===== config.mk =====
export PLATFORM = sky130hd
export DESIGN_NAME = double_hash_open_address_table_unit
export DESIGN_NICKNAME = d
export VERILOG_FILES = /design/src/design/dhot_pkg.sv /design/src/design/dhot_ram.sv /design/src/design/dhot_dp.sv /design/src/design/dhot_ctrl.sv /design/src/design/double_hash_open_address_table_unit.sv
export SDC_FILE = /design/constraint.sdc
export NUM_CORES = 2
export LEC_CHECK = 0
export BUFFER_PORTS_ARGS = -buffer_cell sky130_fd_sc_hd__buf_2
export CAP_MARGIN = 20
export CORE_ASPECT_RATIO = 0.8
export CORE_MARGIN = 1.5
export CORE_UTILIZATION = 45
export DETAILED_ROUTE_END_ITERATION = 10
export PLACE_DENSITY = 0.7
export SKIP_CTS_REPAIR_TIMING = 1
export SLEW_MARGIN = 10
export SYNTH_ARGS = -nofsm -noshare
export SYNTH_HDL_FRONTEND = slang
export SYNTH_SLANG_ARGS = --single-unit

===== constraint.sdc =====
create_clock -name clk -period 6.9 [get_ports clk]
set_clock_uncertainty 0.2 [all_clocks]
set_input_delay 1.035 -clock clk [delete_from_list [all_inputs] [get_ports clk]]
set_output_delay 1.035 -clock clk [all_outputs]
set_load 0.02 [all_outputs]

===== src/design/dhot_pkg.sv =====
// ----------------------------------------------------------------------------
// dhot_pkg: shared types and constants
// Widths, command codes and controller/datapath interface structs.
// ----------------------------------------------------------------------------
package dhot_pkg;

  localparam int unsigned CAPACITY = 16;
  localparam int unsigned IDX_W    = $clog2(CAPACITY);
  localparam int unsigned CNT_W    = $clog2(CAPACITY + 1);
  localparam int unsigned KEY_W    = 31;
  localparam int unsigned VAL_W    = 32;
  localparam int unsigned SIZE_W   = 5;
  localparam int unsigned MOD_W    = 16;
  localparam int unsigned HOME_W   = 4;
  localparam int unsigned VAC_W    = 5;

  typedef enum logic [1:0] {
    CMD_PUT    = 2'd0,
    CMD_FIND   = 2'd1,
    CMD_ERASE  = 2'd2,
    CMD_VACANT = 2'd3
  } cmd_t;

  localparam logic CFG_SIZE = 1'b0;
  localparam logic CFG_MOD  = 1'b1;

  // controller -> datapath
  typedef struct packed {
    logic load;      // capture item, start key reductions
    logic red_step;  // one bit of the key reductions or of the step reduction
    logic red_init;  // latch step and init probe position
    logic rd;        // issue slot read at probe position
    logic adv;       // advance probe position
    logic wr_put;    // write key/payload, mark used
    logic clr;       // clear used bit (erase)
    logic hit_cap;   // flag hit, select found slot for result
    logic emit;      // drive result
  } dp_cmd_t;

  // datapath -> controller
  typedef struct packed {
    logic red_done;
    logic slot_used;
    logic key_match;
    logic last_probe;
    cmd_t cmd;
  } dp_sts_t;

endpackage


===== src/design/dhot_ram.sv =====
// ----------------------------------------------------------------------------
// dhot_ram: generic single-port RAM
// One registered read per cycle, plus a write when we is set (read-first).
// ----------------------------------------------------------------------------
module dhot_ram #(
  parameter int unsigned WIDTH = 32,
  parameter int unsigned DEPTH = 16
) (
  input  logic                     clk,
  input  logic                     we,
  input  logic [$clog2(DEPTH)-1:0] addr,
  input  logic [WIDTH-1:0]         wdata,
  output logic [WIDTH-1:0]         rdata
);

  logic [WIDTH-1:0] mem [DEPTH];

  always_ff @(posedge clk) begin
    if (we) begin
      mem[addr] <= wdata;
    end
    rdata <= mem[addr];
  end

endmodule


===== src/design/dhot_dp.sv =====
// ----------------------------------------------------------------------------
// dhot_dp: datapath
// Serial modulo reductions, probe position walk, slot store and result regs.
// ----------------------------------------------------------------------------
module dhot_dp (
  input  logic                        clk,
  input  logic                        rst_n,
  input  logic                        cfg_we,
  input  logic                        cfg_sel,
  input  logic [dhot_pkg::MOD_W-1:0]  cfg_data,
  input  logic [1:0]                  in_cmd,
  input  logic [dhot_pkg::KEY_W-1:0]  in_key,
  input  logic [dhot_pkg::VAL_W-1:0]  in_value,
  input  dhot_pkg::dp_cmd_t           dc,
  output dhot_pkg::dp_sts_t           ds,
  output logic [3:0]                  out_home_slot,
  output logic [3:0]                  out_slot_index,
  output logic [31:0]                 out_found_value,
  output logic [4:0]                  out_vacant_count
);

  localparam int unsigned IW = dhot_pkg::IDX_W;
  localparam int unsigned CW = dhot_pkg::CNT_W;
  localparam int unsigned MW = dhot_pkg::MOD_W;
  localparam int unsigned KW = dhot_pkg::KEY_W;
  localparam int unsigned CAPACITY_L = dhot_pkg::CAPACITY;

  logic [dhot_pkg::SIZE_W-1:0] size_cfg_r;
  logic [MW-1:0]               mod_cfg_r;
  logic [CW-1:0]               size_eff;
  logic [MW-1:0]               mod_eff;

  logic [1:0]    cmd_r;
  logic [KW-1:0] key_r;
  logic [dhot_pkg::VAL_W-1:0] val_r;
  logic [KW-1:0] shf_r;
  logic [4:0]    bit_r;
  logic [CW-1:0] hrem_r, hrem_nxt;
  logic [MW-1:0] mrem_r, mrem_nxt;
  logic          red_done_r;
  logic [CW-1:0] step_r;
  logic [IW-1:0] pos_r;
  logic [CW-1:0] cnt_r;
  logic [IW-1:0] rd_addr_r;
  logic [CAPACITY_L-1:0] used_r;
  logic [CW-1:0] occ_r;
  logic          rd_used_r;

  logic [KW-1:0]              key_q;
  logic [dhot_pkg::VAL_W-1:0] pay_q;
  logic [CW:0]                hr_sh;
  logic [MW:0]                mr_sh;
  logic [MW:0]                step_full;
  logic [CW:0]                step_red;
  logic [CW:0]                pos_sum;
  logic                       we;
  logic [IW-1:0]              addr;

  always_comb begin
    size_eff = (size_cfg_r == '0) ? CW'(1) :
               ((CW'(size_cfg_r) > CW'(CAPACITY_L)) ? CW'(CAPACITY_L) : CW'(size_cfg_r));
    mod_eff  = (mod_cfg_r == '0) ? MW'(1) : mod_cfg_r;
  end

  // one restoring-division bit per red_step cycle for both key remainders
  always_comb begin
    hr_sh    = {hrem_r, shf_r[KW-1]};
    mr_sh    = {mrem_r, shf_r[KW-1]};
    hrem_nxt = (hr_sh >= {1'b0, size_eff}) ? CW'(hr_sh - {1'b0, size_eff}) : CW'(hr_sh);
    mrem_nxt = (mr_sh >= {1'b0, mod_eff}) ? MW'(mr_sh - {1'b0, mod_eff}) : MW'(mr_sh);
    step_full = {1'b0, mod_eff} - {1'b0, mrem_nxt};
    pos_sum   = {1'b0, CW'(pos_r)} + {1'b0, step_r};
  end

  // step mod size, one bit per red_step cycle after the key reductions
  logic [4:0]    sbit_r;
  logic [CW-1:0] srem_r, srem_nxt;
  logic [MW-1:0] sshf_r;
  logic [CW:0]   sr_sh;
  logic          s_busy_r;

  always_comb begin
    sr_sh    = {srem_r, sshf_r[MW-1]};
    srem_nxt = (sr_sh >= {1'b0, size_eff}) ? CW'(sr_sh - {1'b0, size_eff}) : CW'(sr_sh);
    step_red = {1'b0, srem_r};
  end

  always_ff @(posedge clk) begin
    if (!rst_n) begin
      size_cfg_r <= 5'd16;
      mod_cfg_r  <= 16'd13;
      used_r     <= '0;
      occ_r      <= '0;
      red_done_r <= 1'b0;
      s_busy_r   <= 1'b0;
    end else begin
      if (cfg_we) begin
        if (cfg_sel == dhot_pkg::CFG_SIZE) size_cfg_r <= cfg_data[dhot_pkg::SIZE_W-1:0];
        else                               mod_cfg_r  <= cfg_data;
      end
      if (dc.load) begin
        red_done_r <= 1'b0;
        s_busy_r   <= 1'b0;
      end else if (dc.red_step) begin
        if (!s_busy_r) begin
          if (bit_r == 5'd0) begin
            s_busy_r <= 1'b1;
          end
        end else if (sbit_r == 5'd0) begin
          red_done_r <= 1'b1;
        end
      end
      if (dc.wr_put) begin
        used_r[pos_r] <= 1'b1;
        occ_r         <= occ_r + CW'(1);
      end
      if (dc.clr) begin
        used_r[rd_addr_r] <= 1'b0;
        if (occ_r != '0) occ_r <= occ_r - CW'(1);
      end
    end
  end

  always_ff @(posedge clk) begin
    if (dc.load) begin
      cmd_r  <= in_cmd;
      key_r  <= in_key;
      val_r  <= in_value;
      shf_r  <= in_key;
      bit_r  <= 5'(KW - 1);
      hrem_r <= '0;
      mrem_r <= '0;
    end else if (dc.red_step) begin
      if (!s_busy_r) begin
        shf_r  <= {shf_r[KW-2:0], 1'b0};
        hrem_r <= hrem_nxt;
        mrem_r <= mrem_nxt;
        bit_r  <= bit_r - 5'd1;
        sshf_r <= MW'(step_full);
        srem_r <= '0;
        sbit_r <= 5'(MW - 1);
      end else begin
        sshf_r <= {sshf_r[MW-2:0], 1'b0};
        srem_r <= srem_nxt;
        sbit_r <= sbit_r - 5'd1;
      end
    end
    if (dc.red_init) begin
      step_r <= CW'(step_red);
      pos_r  <= IW'(hrem_r);
      cnt_r  <= '0;
    end
    if (dc.adv) begin
      pos_r <= (pos_sum >= {1'b0, size_eff}) ? IW'(pos_sum - {1'b0, size_eff})
                                             : IW'(pos_sum);
      cnt_r <= cnt_r + CW'(1);
    end
    if (dc.rd) begin
      rd_addr_r <= pos_r;
      rd_used_r <= used_r[pos_r];
    end
  end

  assign we   = dc.wr_put;
  assign addr = dc.wr_put ? pos_r : pos_r;

  dhot_ram #(.WIDTH(KW), .DEPTH(CAPACITY_L)) u_key (
    .clk(clk), .we(we), .addr(addr), .wdata(key_r), .rdata(key_q)
  );
  dhot_ram #(.WIDTH(dhot_pkg::VAL_W), .DEPTH(CAPACITY_L)) u_pay (
    .clk(clk), .we(we), .addr(addr), .wdata(val_r), .rdata(pay_q)
  );

  always_comb begin
    ds.red_done   = red_done_r;
    ds.slot_used  = rd_used_r;
    ds.key_match  = (key_q == key_r);
    ds.last_probe = (cnt_r == size_eff - CW'(1));
    ds.cmd        = dhot_pkg::cmd_t'(cmd_r);
  end

  logic [CW-1:0] vac;
  assign vac = (size_eff > occ_r) ? (size_eff - occ_r) : '0;

  logic [3:0]  home_nxt;
  logic [3:0]  slot_nxt;
  logic [31:0] fval_nxt;
  logic [4:0]  vac_nxt;

  always_comb begin
    home_nxt = '0;
    slot_nxt = '0;
    fval_nxt = '0;
    vac_nxt  = '0;
    unique case (dhot_pkg::cmd_t'(cmd_r))
      dhot_pkg::CMD_PUT: begin
        home_nxt = 4'(hrem_r);
        slot_nxt = dc.hit_cap ? 4'(rd_addr_r) : '0;
      end
      dhot_pkg::CMD_FIND, dhot_pkg::CMD_ERASE: begin
        slot_nxt = dc.hit_cap ? 4'(rd_addr_r) : '0;
        fval_nxt = dc.hit_cap ? pay_q : '0;
      end
      dhot_pkg::CMD_VACANT: begin
        vac_nxt = 5'(vac);
      end
      default: ;
    endcase
  end

  always_ff @(posedge clk) begin
    if (dc.emit) begin
      out_home_slot    <= home_nxt;
      out_slot_index   <= slot_nxt;
      out_found_value  <= fval_nxt;
      out_vacant_count <= vac_nxt;
    end
  end

endmodule


===== src/design/dhot_ctrl.sv =====
// ----------------------------------------------------------------------------
// dhot_ctrl: controller
// Sequences key reduction, probe walk, slot update and result strobe.
// ----------------------------------------------------------------------------
module dhot_ctrl (
  input  logic              clk,
  input  logic              rst_n,
  input  logic              start,
  output logic              busy,
  input  dhot_pkg::dp_sts_t ds,
  output dhot_pkg::dp_cmd_t dc,
  output logic              done,
  output logic              fail
);

  typedef enum logic [2:0] {S_IDLE, S_RED, S_INIT, S_RD, S_CHK, S_EMIT} state_t;

  state_t state_r;
  logic   done_r, fail_r, busy_r, hit_r;

  always_comb begin
    dc = '0;
    dc.load     = (state_r == S_IDLE) && start;
    dc.red_step = (state_r == S_RED) && !ds.red_done;
    dc.red_init = (state_r == S_RED) && ds.red_done;
    dc.rd       = (state_r == S_RD);
    if (state_r == S_CHK) begin
      if (ds.cmd == dhot_pkg::CMD_PUT) begin
        if (!ds.slot_used) begin
          dc.wr_put  = 1'b1;
          dc.hit_cap = 1'b1;
          dc.emit    = 1'b1;
        end else begin
          dc.adv  = 1'b1;
          dc.emit = ds.last_probe;
        end
      end else if (ds.slot_used && ds.key_match) begin
        dc.hit_cap = 1'b1;
        dc.clr     = (ds.cmd == dhot_pkg::CMD_ERASE);
        dc.emit    = 1'b1;
      end else begin
        dc.adv  = 1'b1;
        dc.emit = ds.last_probe;
      end
    end
    if (state_r == S_EMIT) dc.emit = 1'b1;
  end

  always_ff @(posedge clk) begin
    if (!rst_n) begin
      state_r <= S_IDLE;
      done_r  <= 1'b0;
      fail_r  <= 1'b0;
      busy_r  <= 1'b0;
    end else begin
      done_r <= 1'b0;
      unique case (state_r)
        S_IDLE: if (start) begin
          state_r <= S_RED;
          busy_r  <= 1'b1;
        end
        S_RED: if (ds.red_done) begin
          state_r <= (ds.cmd == dhot_pkg::CMD_VACANT) ? S_EMIT : S_RD;
        end
        S_INIT: state_r <= S_RD;
        S_RD: state_r <= S_CHK;
        S_CHK: if (dc.emit) begin
          state_r <= S_IDLE;
          done_r  <= 1'b1;
          fail_r  <= !dc.hit_cap;
          busy_r  <= 1'b0;
        end else begin
          state_r <= S_RD;
        end
        S_EMIT: begin
          state_r <= S_IDLE;
          done_r  <= 1'b1;
          fail_r  <= 1'b0;
          busy_r  <= 1'b0;
        end
        default: state_r <= S_IDLE;
      endcase
    end
  end

  assign hit_r = 1'b0;
  assign busy  = busy_r | hit_r;
  assign done  = done_r;
  assign fail  = fail_r;

endmodule


===== src/design/double_hash_open_address_table_unit.sv =====
// ----------------------------------------------------------------------------
// double_hash_open_address_table_unit: double-hashing open-address table
// Serial key and step reductions, then a slot read and a check per probe
// until a hit or the last probe, then the result strobe. One command in
// flight at a time. Throughput set by the serial modulo units and the one-port
// slot store. Sync reset clears used flags, count and config to 16 / 13.
// ----------------------------------------------------------------------------
module double_hash_open_address_table_unit (
  input  logic        clk,
  input  logic        rst_n,
  input  logic        start,
  output logic        busy,
  input  logic [1:0]  in_cmd,
  input  logic [30:0] in_key,
  input  logic [31:0] in_value,
  output logic        out_strobe,
  output logic        out_status,
  output logic [3:0]  out_home_slot,
  output logic [3:0]  out_slot_index,
  output logic [31:0] out_found_value,
  output logic [4:0]  out_vacant_count,
  input  logic        cfg_valid,
  output logic        cfg_ready,
  input  logic        cfg_index,
  input  logic [15:0] cfg_data
);

  dhot_pkg::dp_cmd_t dc;
  dhot_pkg::dp_sts_t ds;
  logic done, fail;

  assign cfg_ready = 1'b1;

  dhot_ctrl u_ctrl (
    .clk(clk), .rst_n(rst_n), .start(start), .busy(busy),
    .ds(ds), .dc(dc), .done(done), .fail(fail)
  );

  dhot_dp u_dp (
    .clk(clk), .rst_n(rst_n),
    .cfg_we(cfg_valid & cfg_ready), .cfg_sel(cfg_index), .cfg_data(cfg_data),
    .in_cmd(in_cmd), .in_key(in_key), .in_value(in_value),
    .dc(dc), .ds(ds),
    .out_home_slot(out_home_slot),
    .out_slot_index(out_slot_index), .out_found_value(out_found_value),
    .out_vacant_count(out_vacant_count)
  );

  assign out_strobe = done;
  assign out_status = fail;

  a_no_start_busy: assert property (@(posedge clk) disable iff (!rst_n)
    out_strobe |-> !busy) else $error("strobe while busy");
  a_busy_after_start: assert property (@(posedge clk) disable iff (!rst_n)
    (start && !busy) |=> busy) else $error("busy not raised");
  a_strobe_once: assert property (@(posedge clk) disable iff (!rst_n)
    out_strobe |=> !out_strobe) else $error("double strobe");

endmodule

==> results.toml <==
[logic_synthesis]
synth-edff-count = 1194
yosysUniqueCellTypes = 72
syn_avg_cell_area_sq_um = 19.0
ys_seq_area_share_pct = 73.8
synthesis_stage_register_bit_count = 1333
syn-num-nets = 2907
top_cell_types_by_occurrence_after_synthesis = "sky130_fd_sc_hd__edfxtp_1, sky130_fd_sc_hd__mux4_2, sky130_fd_sc_hd__nand2_1"
post-synth-top-count-cell = "sky130_fd_sc_hd__edfxtp_1"
synthesis.yosys.warnings = 0
yosys_most_used_dff = "sky130_fd_sc_hd__edfxtp_1"
syn_inst_count = 2755
synth.top_cell.area_share_pct = 68.5
post-synth-top-area-cell = "sky130_fd_sc_hd__edfxtp_1"
synth_top_cells_by_area = "sky130_fd_sc_hd__edfxtp_1, sky130_fd_sc_hd__mux4_2, sky130_fd_sc_hd__dfxtp_1"
synth_async_sr_flop_share_pct = 0
mappedNetlistArea_sq_mm = 0.0523

[timing]
final-hold-violation-count = 0
period_share_pct = 82.1
timing_max_transition_violations_final = 0
final-setup-viol-count = 0
rsz_0062_raised_after_global_routing = "false"
worst_slew_margin_rel_pct = 27.1
least_margin_pin_slew_ps = 1070
finalSetupTns_ps = 0
max_freq_mhz = 177
min_period_ps = 5660
hold-worst-slack_ps = 254
fin_ws_ps = 1240

[finish]
area_growth_synth_to_finish_pct = 13.1
final.fill_count = 9082
drive_gt1_share_pct = 24.2
nets = 3095
final_cell_count_no_fill = 4575
finalInstanceArea_sq_mm = 0.0592

[setup_path]
reg2reg_from = "u_dp.mod_cfg_r[1]$_SDFFE_PN0P_"
path_max_fanout = 20
worst-r2r-cell-count = 21
critical_path_required_ps = 7210
worstPathArrival_ps = 5970
timing.reg2reg.setup_slack_ps = 1240
critPathCaptureType = "register"
crit_path_start_kind = "register"
path_class = "reg2reg"
crit-reg2reg-capture = "u_dp.sshf_r[10]$_DFFE_PP_"

[floorplanning]
die_height_um = 308
floorplan.initialDensity_pct = 45.5
core_region_area_sq_mm = 0.115
dieArea_sq_mm = 0.118
io_pins = 135
num_rows = 111
die-width_um = 384

[pwr]
leakage_nw = 19.4
worst_ir_drop_vdd_uv = 252
p_per_area_mw_per_mm2 = 320

[drt]
wl_per_cell_um = 25.1
remaining_drc_errors = 0
vias = 26300
viasPerCell = 5.74
detail_route.wirelength_mm = 115
drt_pass1_iterations = 7
drt_iter0_markers = 2820
postRouteAntennaNets = 0

[global_route]
overflow = 0
grt_pass1_vias = 27500
track_usage_pct = 19.6
antenna_found_initial = 2
pin_count_of_the_biggest_net_entering_global_routing = 144
grt_first_pass_wirelength_mm = 172

[min_path]
hold_path_startpoint = "in_value[4]"
hold_path_depth = 1
hold_end = "u_dp.val_r[4]$_DFFE_PP_"
min-delay-path-class = "in2reg"

[cts]
cts-buffers-inserted = 130
clock_tree.root_cell = "sky130_fd_sc_hd__clkbuf_16"
cts_tree = "yes"
clock_transition_time_at_the_flip_flop_clock_pins_of_the_worst_setup_and_hold_paths_ps = 60
clock_sink_count = 1333
cts_htree_levels = 4
clk-insertion-delay-late_ps = 770
ctsLongestPathBuffers = 3

[placed_design]
gp_congestion = 0.849
detailed_place_hpwl_mm = 62.4
placedInstanceArea_sq_mm = 0.0550
numPortBuffers = 133
pre_cts_ws_ps = 1350
placed_cells_incl_taps = 4334

[job]
max_cap_viols = 0

[status]
result_of_the_run = "completed"
state kept, by name, summed over array words and instances (netlist names), 16 cells and up:
register / cells
u_dp.sshf_r: 16
u_dp.u_pay.rdata: 32
u_dp.u_pay.mem: 512
u_dp.key_r: 31
u_dp.val_r: 32
u_dp.mrem_r: 16
u_dp.out_found_value: 32
u_dp.shf_r: 31
u_dp.u_key.mem: 496
u_dp.u_key.rdata: 31
u_dp.used_r: 16
u_dp.mod_cfg_r: 16
routing by layer:
metal | GRT usage [%] | part of all wire (%) | wire length [um] | vias to the layer above
li1 | - | - | - | 11400
met1 | 27.1 | 43 | 49000 | 13800
met2 | 32.1 | 49 | 56600 | 894
met3 | 3.01 | 6.0 | 6850 | 193
met4 | 6.45 | 2.3 | 2610 | 0
met5 | 0 | 0 | 0 | -
power breakdown:
part,total (mW),internal (mW),switching [mW]
Combinational,2.52,0.997,1.53
Clock,6.85,3.79,3.06
Sequential,9.57,9.27,0.302
Total,18.9,14.1,4.89
how the worst max path moves through the flow:
stage	cells past startpoint	slack (ps)	startpoint	end
6_report	21	1240	u_dp.mod_cfg_r[1]$_SDFFE_PN0P_	u_dp.sshf_r[10]$_DFFE_PP_
3_5_place_dp	21	1350	u_dp.mod_cfg_r[1]$_SDFFE_PN0P_	u_dp.sshf_r[10]$_DFFE_PP_
2_1_floorplan	7	250	u_dp.addr[0]$_DFFE_PP_	u_dp.used_r[3]$_SDFF_PN0_
3_3_place_gp	21	1340	u_dp.mod_cfg_r[1]$_SDFFE_PN0P_	u_dp.sshf_r[10]$_DFFE_PP_
4_1_cts	21	1290	u_dp.mod_cfg_r[1]$_SDFFE_PN0P_	u_dp.sshf_r[10]$_DFFE_PP_
5_1_grt	21	890	u_dp.mod_cfg_r[1]$_SDFFE_PN0P_	u_dp.sshf_r[10]$_DFFE_PP_
logic make-up after synthesis:
group	synth area share (%)
compound gates	3.16
xor+xnor	1.37
fa+ha+maj	1.82
buf+inv	1.39
flops	73.8
mux	14.2
other cells	0.00717
simple gates	4.26
placed cells by master, fill, tap and decap left out, types with 46 or more instances in the layout:
master | synthesis | layout
sky130_fd_sc_hd__a21oi_1 | 65 | 65
sky130_fd_sc_hd__mux4_2 | 320 | 320
sky130_fd_sc_hd__xor2_1 | 46 | 46
sky130_fd_sc_hd__o21ai_0 | 82 | 82
sky130_fd_sc_hd__nand2_1 | 182 | 182
sky130_fd_sc_hd__nor2_1 | 96 | 84
sky130_fd_sc_hd__clkbuf_16 | 0 | 130
sky130_fd_sc_hd__inv_1 | 65 | 64
sky130_fd_sc_hd__and2_1 | 50 | 50
sky130_fd_sc_hd__edfxtp_1 | 1194 | 1194
sky130_fd_sc_hd__ha_1 | 59 | 59
sky130_fd_sc_hd__buf_2 | 2 | 133
sky130_fd_sc_hd__dfxtp_1 | 139 | 139
cell type report:
| type | count | area (sq um) | share of cell area (%) |
|---|---|---|---|
| sequential | 1333 | 38600 | 65.3 |
| multi-input combinational | 1232 | 13100 | 22.1 |
| clock buffer | 171 | 3520 | 5.94 |
| tap | 1525 | 1910 | 3.22 |
| timing repair buffer | 181 | 1190 | 2.00 |
| clock inverter | 67 | 596 | 1.01 |
| inverter | 65 | 246 | 0.416 |
| antenna | 1 | 2.50 | 0.00423 |
stage by stage:
step                      utilization, %  total power [mW]
after detailed placement            47.8              12.2
after floorplan                        -              11.5
after CTS                           51.4              19.1
final                               51.5              18.9
after global placement              47.8              12.1
after global routing                51.5              19.7
worst max-delay path, stage by stage, from the launching register on:
cell	delay (ps)
sky130_fd_sc_hd__dfxtp_1	390
sky130_fd_sc_hd__nor4_1	390
sky130_fd_sc_hd__a41oi_1	310
sky130_fd_sc_hd__inv_1	120
sky130_fd_sc_hd__ha_1	230
sky130_fd_sc_hd__nor2b_1	70
sky130_fd_sc_hd__o21ai_1	290
sky130_fd_sc_hd__and4_4	320
sky130_fd_sc_hd__o21ai_2	90
sky130_fd_sc_hd__buf_4	250
sky130_fd_sc_hd__o21ai_0	340
sky130_fd_sc_hd__ha_1	340
sky130_fd_sc_hd__a21oi_1	290
sky130_fd_sc_hd__nand2_1	90
sky130_fd_sc_hd__a211oi_1	220
sky130_fd_sc_hd__a311o_1	220
sky130_fd_sc_hd__and3_1	220
sky130_fd_sc_hd__o211ai_1	130
sky130_fd_sc_hd__maj3_2	340
sky130_fd_sc_hd__maj3_1	370
sky130_fd_sc_hd__nand3_1	110
sky130_fd_sc_hd__nand3_1	80
Note: power is estimated with default switching activity, not from simulation.
